## src/hdl/wapi_ie_pkg.sv

```systemverilog
`timescale 1ns / 1ps

package wapi_ie_pkg;

  localparam int unsigned MIN_ELEMENT_BYTES = 22;
  localparam int unsigned ENTRY_BYTES       = 4;
  localparam int unsigned FIRST_KEY_ENTRY   = 6;
  localparam int unsigned KC_BYTE_LO        = 4;
  localparam int unsigned KC_BYTE_HI        = 5;

  // offsets follow from the 16-bit counts, whatever the element length
  localparam int unsigned COUNT_W = 16;
  localparam int unsigned POFF_W  = 19;
  localparam int unsigned GOFF_W  = 20;

  localparam logic [7:0] OUI_BYTE0 = 8'h00;
  localparam logic [7:0] OUI_BYTE1 = 8'h14;
  localparam logic [7:0] OUI_BYTE2 = 8'h72;

  localparam logic [7:0] TYPE_CERT = 8'h01;
  localparam logic [7:0] TYPE_PSK  = 8'h02;
  localparam logic [7:0] TYPE_WPI  = 8'h01;

  localparam logic [1:0] LAST_PREFIX_K = 2'd2;

  // bit positions in the gathered flag vector
  localparam int unsigned FLAG_CERT  = 0;
  localparam int unsigned FLAG_PSK   = 1;
  localparam int unsigned FLAG_PAIR  = 2;
  localparam int unsigned FLAG_GROUP = 3;

  typedef struct packed {
    logic [7:0] ie_byte;
    logic       last_byte;
  } in_item_t;

  typedef struct packed {
    logic key_mgmt_certificate;
    logic key_mgmt_psk;
    logic pairwise_wpi;
    logic group_wpi;
    logic status;
  } result_t;

  typedef struct packed {
    logic valid;
    logic ready;
  } hs_t;

  function automatic logic [7:0] oui_byte(input logic [1:0] k);
    logic [7:0] v;
    case (k)
      2'd0:    v = OUI_BYTE0;
      2'd1:    v = OUI_BYTE1;
      2'd2:    v = OUI_BYTE2;
      default: v = OUI_BYTE0;
    endcase
    return v;
  endfunction

endpackage

```

## src/hdl/wapi_ie_ifs.sv

```systemverilog
`timescale 1ns / 1ps

interface wapi_ie_in_if;
  logic       valid;
  logic       ready;
  logic [7:0] ie_byte;
  logic       last_byte;

  modport source (output valid, output ie_byte, output last_byte, input ready);
  modport sink (input valid, input ie_byte, input last_byte, output ready);
endinterface

interface wapi_ie_out_if;
  logic valid;
  logic ready;
  logic key_mgmt_certificate;
  logic key_mgmt_psk;
  logic pairwise_wpi;
  logic group_wpi;
  logic status;

  modport source (
    output valid, output key_mgmt_certificate, output key_mgmt_psk,
    output pairwise_wpi, output group_wpi, output status, input ready
  );
  modport sink (
    input valid, input key_mgmt_certificate, input key_mgmt_psk,
    input pairwise_wpi, input group_wpi, input status, output ready
  );
endinterface

```

## src/hdl/wapi_ie_suite_parser.sv

```systemverilog
`timescale 1ns / 1ps

// WAPI information element suite parser.
// in_ch carries the element one byte per item, starting at the element id,
// with last_byte set on the final byte. out_ch carries one result per
// element: certificate and PSK key management, WPI pairwise, WPI group and
// a status bit that flags an element shorter than 22 bytes.
// Every byte passes an input register and is then folded into the parse
// state; the result of the last byte lands in the output register at the
// same edge, so a result is visible once its last byte has passed the input
// register and the output register.
// One byte is taken every cycle unless a last byte waits for the output
// register; per-byte offset compares and counter update feed the parse state.
// Bytes beyond MAX_IE_BYTES are ignored; the element is parsed as if it
// ended there.
// A synchronous low rst_n empties both registers and clears the parse state.
// While out_ch stalls, bytes that are not last still flow in; a last byte
// waits in the input register until the output register is free, and
// in_ch.ready stays low while it waits.
module wapi_ie_suite_parser #(
  parameter int unsigned MAX_IE_BYTES = 257
) (
  input logic          clk,
  input logic          rst_n,
  wapi_ie_in_if.sink   in_ch,
  wapi_ie_out_if.source out_ch
);

  wapi_ie_pkg::in_item_t in_item;
  wapi_ie_pkg::in_item_t stage_item;
  wapi_ie_pkg::hs_t      stage_hs;
  wapi_ie_pkg::result_t  res;
  wapi_ie_pkg::result_t  out_res;
  logic                  stage_take;
  logic                  res_valid;
  logic                  res_free;
  logic                  in_ready;
  logic                  out_valid;

  assign in_item.ie_byte   = in_ch.ie_byte;
  assign in_item.last_byte = in_ch.last_byte;
  assign in_ch.ready       = in_ready;

  // a last byte moves on only when the result register can take it
  assign stage_take = stage_hs.valid && (!stage_item.last_byte || res_free);

  wapi_ie_in_stage u_in (
    .clk        (clk),
    .rst_n      (rst_n),
    .in_valid   (in_ch.valid),
    .in_ready   (in_ready),
    .in_item    (in_item),
    .stage_hs   (stage_hs),
    .stage_take (stage_take),
    .stage_item (stage_item)
  );

  wapi_ie_parse #(
    .MAX_IE_BYTES (MAX_IE_BYTES)
  ) u_parse (
    .clk       (clk),
    .rst_n     (rst_n),
    .step      (stage_take),
    .item      (stage_item),
    .res_valid (res_valid),
    .res       (res)
  );

  wapi_ie_out_stage u_out (
    .clk       (clk),
    .rst_n     (rst_n),
    .res_valid (res_valid),
    .res       (res),
    .res_free  (res_free),
    .out_valid (out_valid),
    .out_ready (out_ch.ready),
    .out_res   (out_res)
  );

  assign out_ch.valid                = out_valid;
  assign out_ch.key_mgmt_certificate = out_res.key_mgmt_certificate;
  assign out_ch.key_mgmt_psk         = out_res.key_mgmt_psk;
  assign out_ch.pairwise_wpi         = out_res.pairwise_wpi;
  assign out_ch.group_wpi            = out_res.group_wpi;
  assign out_ch.status               = out_res.status;

endmodule

```

## src/hdl/wapi_ie_in_stage.sv

```systemverilog
`timescale 1ns / 1ps

module wapi_ie_in_stage (
  input  logic                clk,
  input  logic                rst_n,
  input  logic                in_valid,
  output logic                in_ready,
  input  wapi_ie_pkg::in_item_t in_item,
  output wapi_ie_pkg::hs_t    stage_hs,
  input  logic                stage_take,
  output wapi_ie_pkg::in_item_t stage_item
);

  logic                  valid_r;
  logic                  valid_nxt;
  wapi_ie_pkg::in_item_t item_r;

  assign in_ready = !valid_r || stage_take;

  always_comb begin
    valid_nxt = valid_r;
    if (stage_take) begin
      valid_nxt = 1'b0;
    end
    if (in_valid && in_ready) begin
      valid_nxt = 1'b1;
    end
  end

  always_ff @(posedge clk) begin
    if (!rst_n) begin
      valid_r <= 1'b0;
    end else begin
      valid_r <= valid_nxt;
    end
  end

  always_ff @(posedge clk) begin
    if (in_valid && in_ready) begin
      item_r <= in_item;
    end
  end

  assign stage_hs.valid = valid_r;
  assign stage_hs.ready = in_ready;
  assign stage_item     = item_r;

endmodule

```

## src/hdl/wapi_ie_parse.sv

```systemverilog
`timescale 1ns / 1ps

module wapi_ie_parse #(
  parameter int unsigned MAX_IE_BYTES = 257
) (
  input  logic                  clk,
  input  logic                  rst_n,
  input  logic                  step,
  input  wapi_ie_pkg::in_item_t item,
  output logic                  res_valid,
  output wapi_ie_pkg::result_t  res
);

  localparam int unsigned POS_W = $clog2(MAX_IE_BYTES + 1);
  localparam int unsigned CMP_W = wapi_ie_pkg::GOFF_W + 1;

  logic [POS_W-1:0]                    pos_r, pos_nxt;
  logic [wapi_ie_pkg::COUNT_W-1:0]     kc_r, kc_nxt;
  logic [wapi_ie_pkg::COUNT_W-1:0]     pc_r, pc_nxt;
  logic [wapi_ie_pkg::POFF_W-1:0]      poff_r, poff_nxt;
  logic [wapi_ie_pkg::GOFF_W-1:0]      goff_r, goff_nxt;
  logic                                oui_ok_r, oui_ok_nxt;
  logic [3:0]                          seen_r, seen_nxt;

  logic [CMP_W-1:0] p_w;
  logic [CMP_W-1:0] poff_w;
  logic [CMP_W-1:0] goff_w;
  logic [CMP_W-1:0] len_w;
  logic [CMP_W-1:0] poff_nxt_w;
  logic [CMP_W-1:0] goff_nxt_w;
  logic             take;
  logic             in_entry;
  logic [1:0]       kind;
  logic [1:0]       k;
  logic [7:0]       b;
  logic             match;
  logic             key_ok;
  logic             pair_ok;
  logic             group_ok;
  logic             too_short;

  localparam logic [1:0] KIND_KEY   = 2'd0;
  localparam logic [1:0] KIND_PAIR  = 2'd1;
  localparam logic [1:0] KIND_GROUP = 2'd2;

  assign b      = item.ie_byte;
  assign take   = pos_r < POS_W'(MAX_IE_BYTES);
  assign p_w    = CMP_W'(pos_r);
  assign poff_w = CMP_W'(poff_r);
  assign goff_w = CMP_W'(goff_r);

  always_comb begin
    pos_nxt    = pos_r;
    kc_nxt     = kc_r;
    pc_nxt     = pc_r;
    poff_nxt   = poff_r;
    goff_nxt   = goff_r;
    oui_ok_nxt = oui_ok_r;
    seen_nxt   = seen_r;
    in_entry   = 1'b0;
    kind       = KIND_KEY;
    k          = 2'd0;
    match      = 1'b0;

    if (take) begin
      pos_nxt = pos_r + POS_W'(1);
      if (pos_r == POS_W'(wapi_ie_pkg::KC_BYTE_LO)) begin
        kc_nxt = {8'h00, b};
      end else if (pos_r == POS_W'(wapi_ie_pkg::KC_BYTE_HI)) begin
        kc_nxt   = {b, kc_r[7:0]};
        poff_nxt = wapi_ie_pkg::POFF_W'(wapi_ie_pkg::FIRST_KEY_ENTRY)
                 + {1'b0, b, kc_r[7:0], 2'b00};
      end else if (pos_r >= POS_W'(wapi_ie_pkg::FIRST_KEY_ENTRY)) begin
        if (p_w < poff_w) begin
          in_entry = 1'b1;
          kind     = KIND_KEY;
          k        = 2'(pos_r[1:0] - 2'(wapi_ie_pkg::FIRST_KEY_ENTRY));
        end else if (p_w == poff_w) begin
          pc_nxt = {8'h00, b};
        end else if (p_w == poff_w + CMP_W'(1)) begin
          pc_nxt   = {b, pc_r[7:0]};
          goff_nxt = wapi_ie_pkg::GOFF_W'(poff_w + CMP_W'(2) + CMP_W'({b, pc_r[7:0], 2'b00}));
        end else if (p_w < goff_w) begin
          in_entry = 1'b1;
          kind     = KIND_PAIR;
          k        = 2'(pos_r[1:0] - poff_r[1:0] - 2'd2);
        end else if (p_w < goff_w + CMP_W'(wapi_ie_pkg::ENTRY_BYTES)) begin
          in_entry = 1'b1;
          kind     = KIND_GROUP;
          k        = 2'(pos_r[1:0] - goff_r[1:0]);
        end
      end
    end

    if (in_entry) begin
      if (k <= wapi_ie_pkg::LAST_PREFIX_K) begin
        match      = (b == wapi_ie_pkg::oui_byte(k));
        oui_ok_nxt = (k == 2'd0) ? match : (oui_ok_r && match);
      end else if (oui_ok_r) begin
        case (kind)
          KIND_KEY: begin
            if (b == wapi_ie_pkg::TYPE_CERT) begin
              seen_nxt[wapi_ie_pkg::FLAG_CERT] = 1'b1;
            end else if (b == wapi_ie_pkg::TYPE_PSK) begin
              seen_nxt[wapi_ie_pkg::FLAG_PSK] = 1'b1;
            end
          end
          KIND_PAIR: begin
            if (b == wapi_ie_pkg::TYPE_WPI) begin
              seen_nxt[wapi_ie_pkg::FLAG_PAIR] = 1'b1;
            end
          end
          KIND_GROUP: begin
            if (b == wapi_ie_pkg::TYPE_WPI) begin
              seen_nxt[wapi_ie_pkg::FLAG_GROUP] = 1'b1;
            end
          end
          default: begin
            seen_nxt = seen_r;
          end
        endcase
      end
    end
  end

  // verdict uses the state as it stands after this byte
  assign len_w      = CMP_W'(pos_nxt);
  assign poff_nxt_w = CMP_W'(poff_nxt);
  assign goff_nxt_w = CMP_W'(goff_nxt);
  assign too_short  = pos_nxt < POS_W'(wapi_ie_pkg::MIN_ELEMENT_BYTES);
  assign key_ok     = poff_nxt_w <= len_w;
  assign pair_ok    = key_ok && (poff_nxt_w + CMP_W'(2) <= len_w) && (goff_nxt_w <= len_w);
  assign group_ok   = pair_ok
                   && (goff_nxt_w + CMP_W'(wapi_ie_pkg::ENTRY_BYTES) <= len_w);

  assign res_valid = step && item.last_byte;
  assign res.status = too_short;
  assign res.key_mgmt_certificate =
    !too_short && key_ok && seen_nxt[wapi_ie_pkg::FLAG_CERT];
  assign res.key_mgmt_psk =
    !too_short && key_ok && seen_nxt[wapi_ie_pkg::FLAG_PSK];
  assign res.pairwise_wpi =
    !too_short && pair_ok && seen_nxt[wapi_ie_pkg::FLAG_PAIR];
  assign res.group_wpi =
    !too_short && group_ok && seen_nxt[wapi_ie_pkg::FLAG_GROUP];

  always_ff @(posedge clk) begin
    if (!rst_n || res_valid) begin
      pos_r    <= '0;
      kc_r     <= '0;
      pc_r     <= '0;
      poff_r   <= '0;
      goff_r   <= '0;
      oui_ok_r <= 1'b1;
      seen_r   <= '0;
    end else if (step) begin
      pos_r    <= pos_nxt;
      kc_r     <= kc_nxt;
      pc_r     <= pc_nxt;
      poff_r   <= poff_nxt;
      goff_r   <= goff_nxt;
      oui_ok_r <= oui_ok_nxt;
      seen_r   <= seen_nxt;
    end
  end

endmodule

```

## src/hdl/wapi_ie_out_stage.sv

```systemverilog
`timescale 1ns / 1ps

module wapi_ie_out_stage (
  input  logic                 clk,
  input  logic                 rst_n,
  input  logic                 res_valid,
  input  wapi_ie_pkg::result_t res,
  output logic                 res_free,
  output logic                 out_valid,
  input  logic                 out_ready,
  output wapi_ie_pkg::result_t out_res
);

  logic                 valid_r;
  logic                 valid_nxt;
  wapi_ie_pkg::result_t res_r;

  assign res_free = !valid_r || out_ready;

  always_comb begin
    valid_nxt = valid_r;
    if (valid_r && out_ready) begin
      valid_nxt = 1'b0;
    end
    if (res_valid) begin
      valid_nxt = 1'b1;
    end
  end

  always_ff @(posedge clk) begin
    if (!rst_n) begin
      valid_r <= 1'b0;
    end else begin
      valid_r <= valid_nxt;
    end
  end

  always_ff @(posedge clk) begin
    if (res_valid) begin
      res_r <= res;
    end
  end

  assign out_valid = valid_r;
  assign out_res   = res_r;

endmodule

```

## src/flat_wrapper.sv

```systemverilog
// flat-port wrapper written by rule: the top's interface ports become plain ports
module wapi_ie_suite_parser_flat 
#(
  parameter int unsigned MAX_IE_BYTES = 257
)
  (clk, rst_n, in_ch_valid, in_ch_ie_byte, in_ch_last_byte, in_ch_ready, out_ch_valid, out_ch_key_mgmt_certificate, out_ch_key_mgmt_psk, out_ch_pairwise_wpi, out_ch_group_wpi, out_ch_status, out_ch_ready);
  wapi_ie_in_if in_ch_i ();
  wapi_ie_out_if out_ch_i ();
  input logic clk;
  input logic rst_n;
  input wire logic [$bits(in_ch_i.valid)-1:0] in_ch_valid;
  input wire logic [$bits(in_ch_i.ie_byte)-1:0] in_ch_ie_byte;
  input wire logic [$bits(in_ch_i.last_byte)-1:0] in_ch_last_byte;
  output wire logic [$bits(in_ch_i.ready)-1:0] in_ch_ready;
  output wire logic [$bits(out_ch_i.valid)-1:0] out_ch_valid;
  output wire logic [$bits(out_ch_i.key_mgmt_certificate)-1:0] out_ch_key_mgmt_certificate;
  output wire logic [$bits(out_ch_i.key_mgmt_psk)-1:0] out_ch_key_mgmt_psk;
  output wire logic [$bits(out_ch_i.pairwise_wpi)-1:0] out_ch_pairwise_wpi;
  output wire logic [$bits(out_ch_i.group_wpi)-1:0] out_ch_group_wpi;
  output wire logic [$bits(out_ch_i.status)-1:0] out_ch_status;
  input wire logic [$bits(out_ch_i.ready)-1:0] out_ch_ready;
  assign in_ch_i.valid = in_ch_valid;
  assign in_ch_i.ie_byte = in_ch_ie_byte;
  assign in_ch_i.last_byte = in_ch_last_byte;
  assign in_ch_ready = in_ch_i.ready;
  assign out_ch_valid = out_ch_i.valid;
  assign out_ch_key_mgmt_certificate = out_ch_i.key_mgmt_certificate;
  assign out_ch_key_mgmt_psk = out_ch_i.key_mgmt_psk;
  assign out_ch_pairwise_wpi = out_ch_i.pairwise_wpi;
  assign out_ch_group_wpi = out_ch_i.group_wpi;
  assign out_ch_status = out_ch_i.status;
  assign out_ch_i.ready = out_ch_ready;
  wapi_ie_suite_parser #(.MAX_IE_BYTES(MAX_IE_BYTES)) u_core (.clk(clk), .rst_n(rst_n), .in_ch(in_ch_i), .out_ch(out_ch_i));
endmodule
```

## config.mk

```make
export PLATFORM = sky130hd
export DESIGN_NAME = wapi_ie_suite_parser_flat
export DESIGN_NICKNAME = d
export VERILOG_FILES = /design/src/hdl/wapi_ie_pkg.sv /design/src/hdl/wapi_ie_ifs.sv /design/src/hdl/wapi_ie_suite_parser.sv /design/src/hdl/wapi_ie_in_stage.sv /design/src/hdl/wapi_ie_parse.sv /design/src/hdl/wapi_ie_out_stage.sv /design/src/flat_wrapper.sv
export SDC_FILE = /design/constraint.sdc
export NUM_CORES = 1
export LEC_CHECK = 0
export BUFFER_PORTS_ARGS = -buffer_cell sky130_fd_sc_hd__buf_2
export CAP_MARGIN = 20
export CORE_ASPECT_RATIO = 0.5
export CORE_MARGIN = 4
export CORE_UTILIZATION = 45
export DETAILED_ROUTE_END_ITERATION = 6
export GPL_TIMING_DRIVEN = 0
export PLACE_DENSITY_LB_ADDON = 0.2
export SYNTH_ARGS = -nofsm -noshare
export SYNTH_HDL_FRONTEND = slang
export SYNTH_SLANG_ARGS = --single-unit
```

## constraint.sdc

```tcl
create_clock -name clk -period 7.5 [get_ports clk]
set_input_delay 0.75 -clock clk [delete_from_list [all_inputs] [get_ports clk]]
set_output_delay 0.75 -clock clk [all_outputs]
set_load 0.005 [all_outputs]
```

==> results.cfg <==
[route]
drt_iter0_markers = 668
wl_per_cell_microns = 20.0
vias = 7621
firstDrtPassIters = 6
drc_errors = 0
drt-total-wl_mm = 25.1
via_per_inst = 6.07
postRouteAntennaNets = 0

[floorplan]
row_count = 33
die_area_sq_mm = 0.0198
core_region_area_sq_mm = 0.0168
start_util_pct = 47.0
io_pins = 20
die_h_microns = 102
die_x_microns = 195

[layout]
fin_nets = 1126
layout-drive-gt1-share_pct = 6.81
stdcell_area_sq_mm = 0.00854
diodes = 0
fillers = 1698
syn_to_final_growth_pct = 8.42

[min_path]
hold_class = flop to flop
holdPathStages = 2
min_to = u_core.u_parse.seen_r[0]
hold_path_startpoint = u_core.u_parse.seen_r[0]

[sta]
post-route-min-period_ns = 6.50
rsz0062_at_grt = false
timing.fmax_ghz = 0.154
clock_skew_ns = 0.00951
hold_viol = 0
slew_headroom_pct = 33.3
drv_slew = 0
min_period_over_period_pct = 86.6
setup_viol = 0
worst_slew_pin_slew_ns = 0.992
finalSetupTns_ns = 0

[worst_setup_path]
start_kind = flop
worst-path-max-fanout = 10
critical_path_required_ns = 7.72
path_cells = clkbuf_1, inv_1, ha_1, nor4bb_1, nand3_1, clkbuf_1, clkbuf_1, clkbuf_1, o21ai_0, ha_1, nor2b_1, nand2_1, xnor2_1, ha_1, a2111oi_0, o21ai_0, o2111ai_1, a21oi_1, a21oi_1, o21ai_0, nor4_1, o2111a_1, nand2_1, and4b_1
endpoint_kind = flop
timing.rr.end = u_core.u_out.out_res[1]
arrival_ns = 6.72
crit_path_frequent_cell = clkbuf_1
ff2ff_path_depth = 24
max_stage_delay_ns = 0.64
r2r_slack_ns = 1.00
cp_slowest_cell = nor4_1
r2r-start = u_core.u_parse.pos_r[1]
setup.worst_path.start = u_core.u_parse.pos_r[1]
criticalPathCategory = flop to flop

[global_routing]
antenna_found_initial = 0
grt_usage_pct = 25.4
overflow = 0
grt_pass1_vias = 7237
grt_pass1_wl_mm = 39.6
grt_max_degree = 17

[logic_synthesis]
synthDistinctLibCells = 77
yosysSeqAreaShare_pct = 23.4
synth-warning-count = 0
synth_edf_count = 14
syn_inst = 993
synthFlopType = dfxtp_1
ys_ff_latch = 85
synth_top_family_by_area = simple AND/OR/NAND/NOR gates
yosysTopAreaCell = dfxtp_1
avgSynthCellArea_sq_um = 7.93
ys_top_cells_by_count = nor2_1 (118), ha_1 (88), nand2_1 (79)
syn_area_sq_mm = 0.00788
synth-compound-area-share_pct = 19.6
synth.top_cell.area_share_pct = 18.0
synth.area.top_cells = dfxtp_1 (18%), ha_1 (14%), xnor2_1 (5.7%)
postSynth.asyncResetShare_pct = 0
synthAdderAreaFrac_pct = 14.5
synth.net_count = 1096
synthXorXnorAreaFrac_pct = 9.00
synthSimpleGateAreaFrac_pct = 23.6
muxShareOfSynthArea_pct = 4.62
yosysMostFrequentCell = nor2_1

[run_status]
run_status = complete, no violations

[cts]
clk-insertion-delay-late_ns = 0.36
hold_buffers = 0
postCtsSetupRepairBufs = 0
clock_sinks = 85
cts_inserted_buffers = 9
cts-resized-gates = 0
clk_root_buffer_cell = clkbuf_16
clkTransAtPathRegs_ns = 0.07
htreeDepth = 3
cts_tree = done
cts_max_path_buffers = 2

[placed_design]
io_buffers = 19
place_hpwl_mm = 19.8
place_area_sq_mm = 0.00826
routabilityCongestion = 0.914

[pwr]
irDropWorstVdd_v = 0.0000936
p_leak_nw = 3.34
p_per_area_mw_per_mm2 = 129

[run]
maxCapViolCount = 0
## layout by cell type (no fill, tap or decap), drive strengths merged, types with 4 or more instances in the layout
cell type | synthesis | final
buf | 16 | 35
a41oi | 4 | 4
xor2 | 30 | 30
nor2b | 10 | 10
o21ai | 41 | 41
a31oi | 7 | 7
and3 | 8 | 8
ha | 88 | 88
dfxtp | 71 | 71
or4 | 6 | 6
nand2b | 13 | 13
o31ai | 10 | 10
o211ai | 6 | 6
nand4 | 27 | 27
nor3 | 27 | 27
nand3 | 34 | 34
inv | 43 | 46
clkbuf | 41 | 51
and2 | 6 | 6
nand2 | 80 | 80
nor4 | 14 | 14
a21o | 15 | 15
edfxtp | 14 | 14
mux2i | 33 | 33
o21a | 5 | 5
xnor2 | 51 | 51
and4 | 6 | 6
a2111oi | 5 | 5
or3 | 10 | 10
a211oi | 36 | 36
nor2 | 119 | 119
a21oi | 62 | 62
o21bai | 7 | 7
## critical path: cells and delay by family (launching register included)
| family | cells | cell delay (ns) |
|---|---|---|
| xor+xnor | 1 | 0.15 |
| fa+ha+maj | 3 | 0.75 |
| buf+inv | 5 | 1.39 |
| simple gates | 7 | 1.81 |
| flops | 1 | 0.49 |
| compound gates | 8 | 1.75 |
## worst max path at each step
stage	end	slack (ns)	depth (start not counted)
finish	u_core.u_out.out_res[1]	1.00	24
global route	u_core.u_out.out_res[1]	0.72	25
CTS	u_core.u_out.out_res[1]	1.26	24
detailed placement	u_core.u_out.out_res[1]	1.31	24
global placement	u_core.u_out.out_res[1]	1.26	24
floorplan	u_core.u_out.out_res[1]	2.81	21
## layer usage
layer	vias to the layer above	part of all wire (%)	GRT usage, %
met4	0	1.2	4.88
li1	3666	-	-
met2	279	42	39.4
met5	-	0	0
met1	3649	49	37.5
met3	27	7.7	4.49
## state kept, by name, indices dropped and copies added, names as in the netlist
signal                   flops
u_core.u_out.out_valid       1
u_core.u_parse.seen_r        4
u_core.u_parse.kc_r          8
u_core.u_parse.pos_r         9
u_core.u_in.valid_r          1
u_core.u_parse.poff_r       19
u_core.u_parse.goff_r       20
u_core.u_parse.oui_ok_r      1
u_core.u_parse.pc_r          8
u_core.u_out.out_res         5
u_core.u_in.stage_item       9
## report_power, final
part / switching, mW / total [mW] / internal, mW
Clock: 0.209 / 0.441 / 0.231
Combinational: 0.111 / 0.174 / 0.0629
Sequential: 0.0122 / 0.484 / 0.472
Total: 0.333 / 1.10 / 0.767
## area by class of cell
type,count,area [sq um],area share (%)
Timing Repair Buffer,19,95.1,1.11
Inverter,43,161,1.89
Clock buffer,10,229,2.68
Buffer,57,262,3.06
Clock inverter,6,55.1,0.644
Sequential cell,85,1840,21.6
Tap cell,227,284,3.33
Multi-Input combinational cell,808,5610,65.7
## cell families after synthesis
kind of cell	Yosys count
flip-flops	85
multiplexers	36
AO/OA/AOI/OAI	229
XOR/XNOR	81
AND/OR/NAND/NOR	372
buffers and inverters	100
adder cells (fa/ha/maj)	90
## through the flow
stage          power [mW]  worst slack (ns)  std cells  utilization, %  hold WS (ns)
2_1_floorplan       0.609              2.81        993               -         0.437
3_3_place_gp        0.660              1.26       1239            49.3         0.452
3_5_place_dp        0.663              1.31       1239            49.3         0.468
4_1_cts              1.10              1.26       1255            51.0         0.484
5_1_grt              1.14             0.725       1255            51.0         0.510
6_report             1.10              1.00       1255            51.0         0.486
Power figures use the tool's default switching activity.
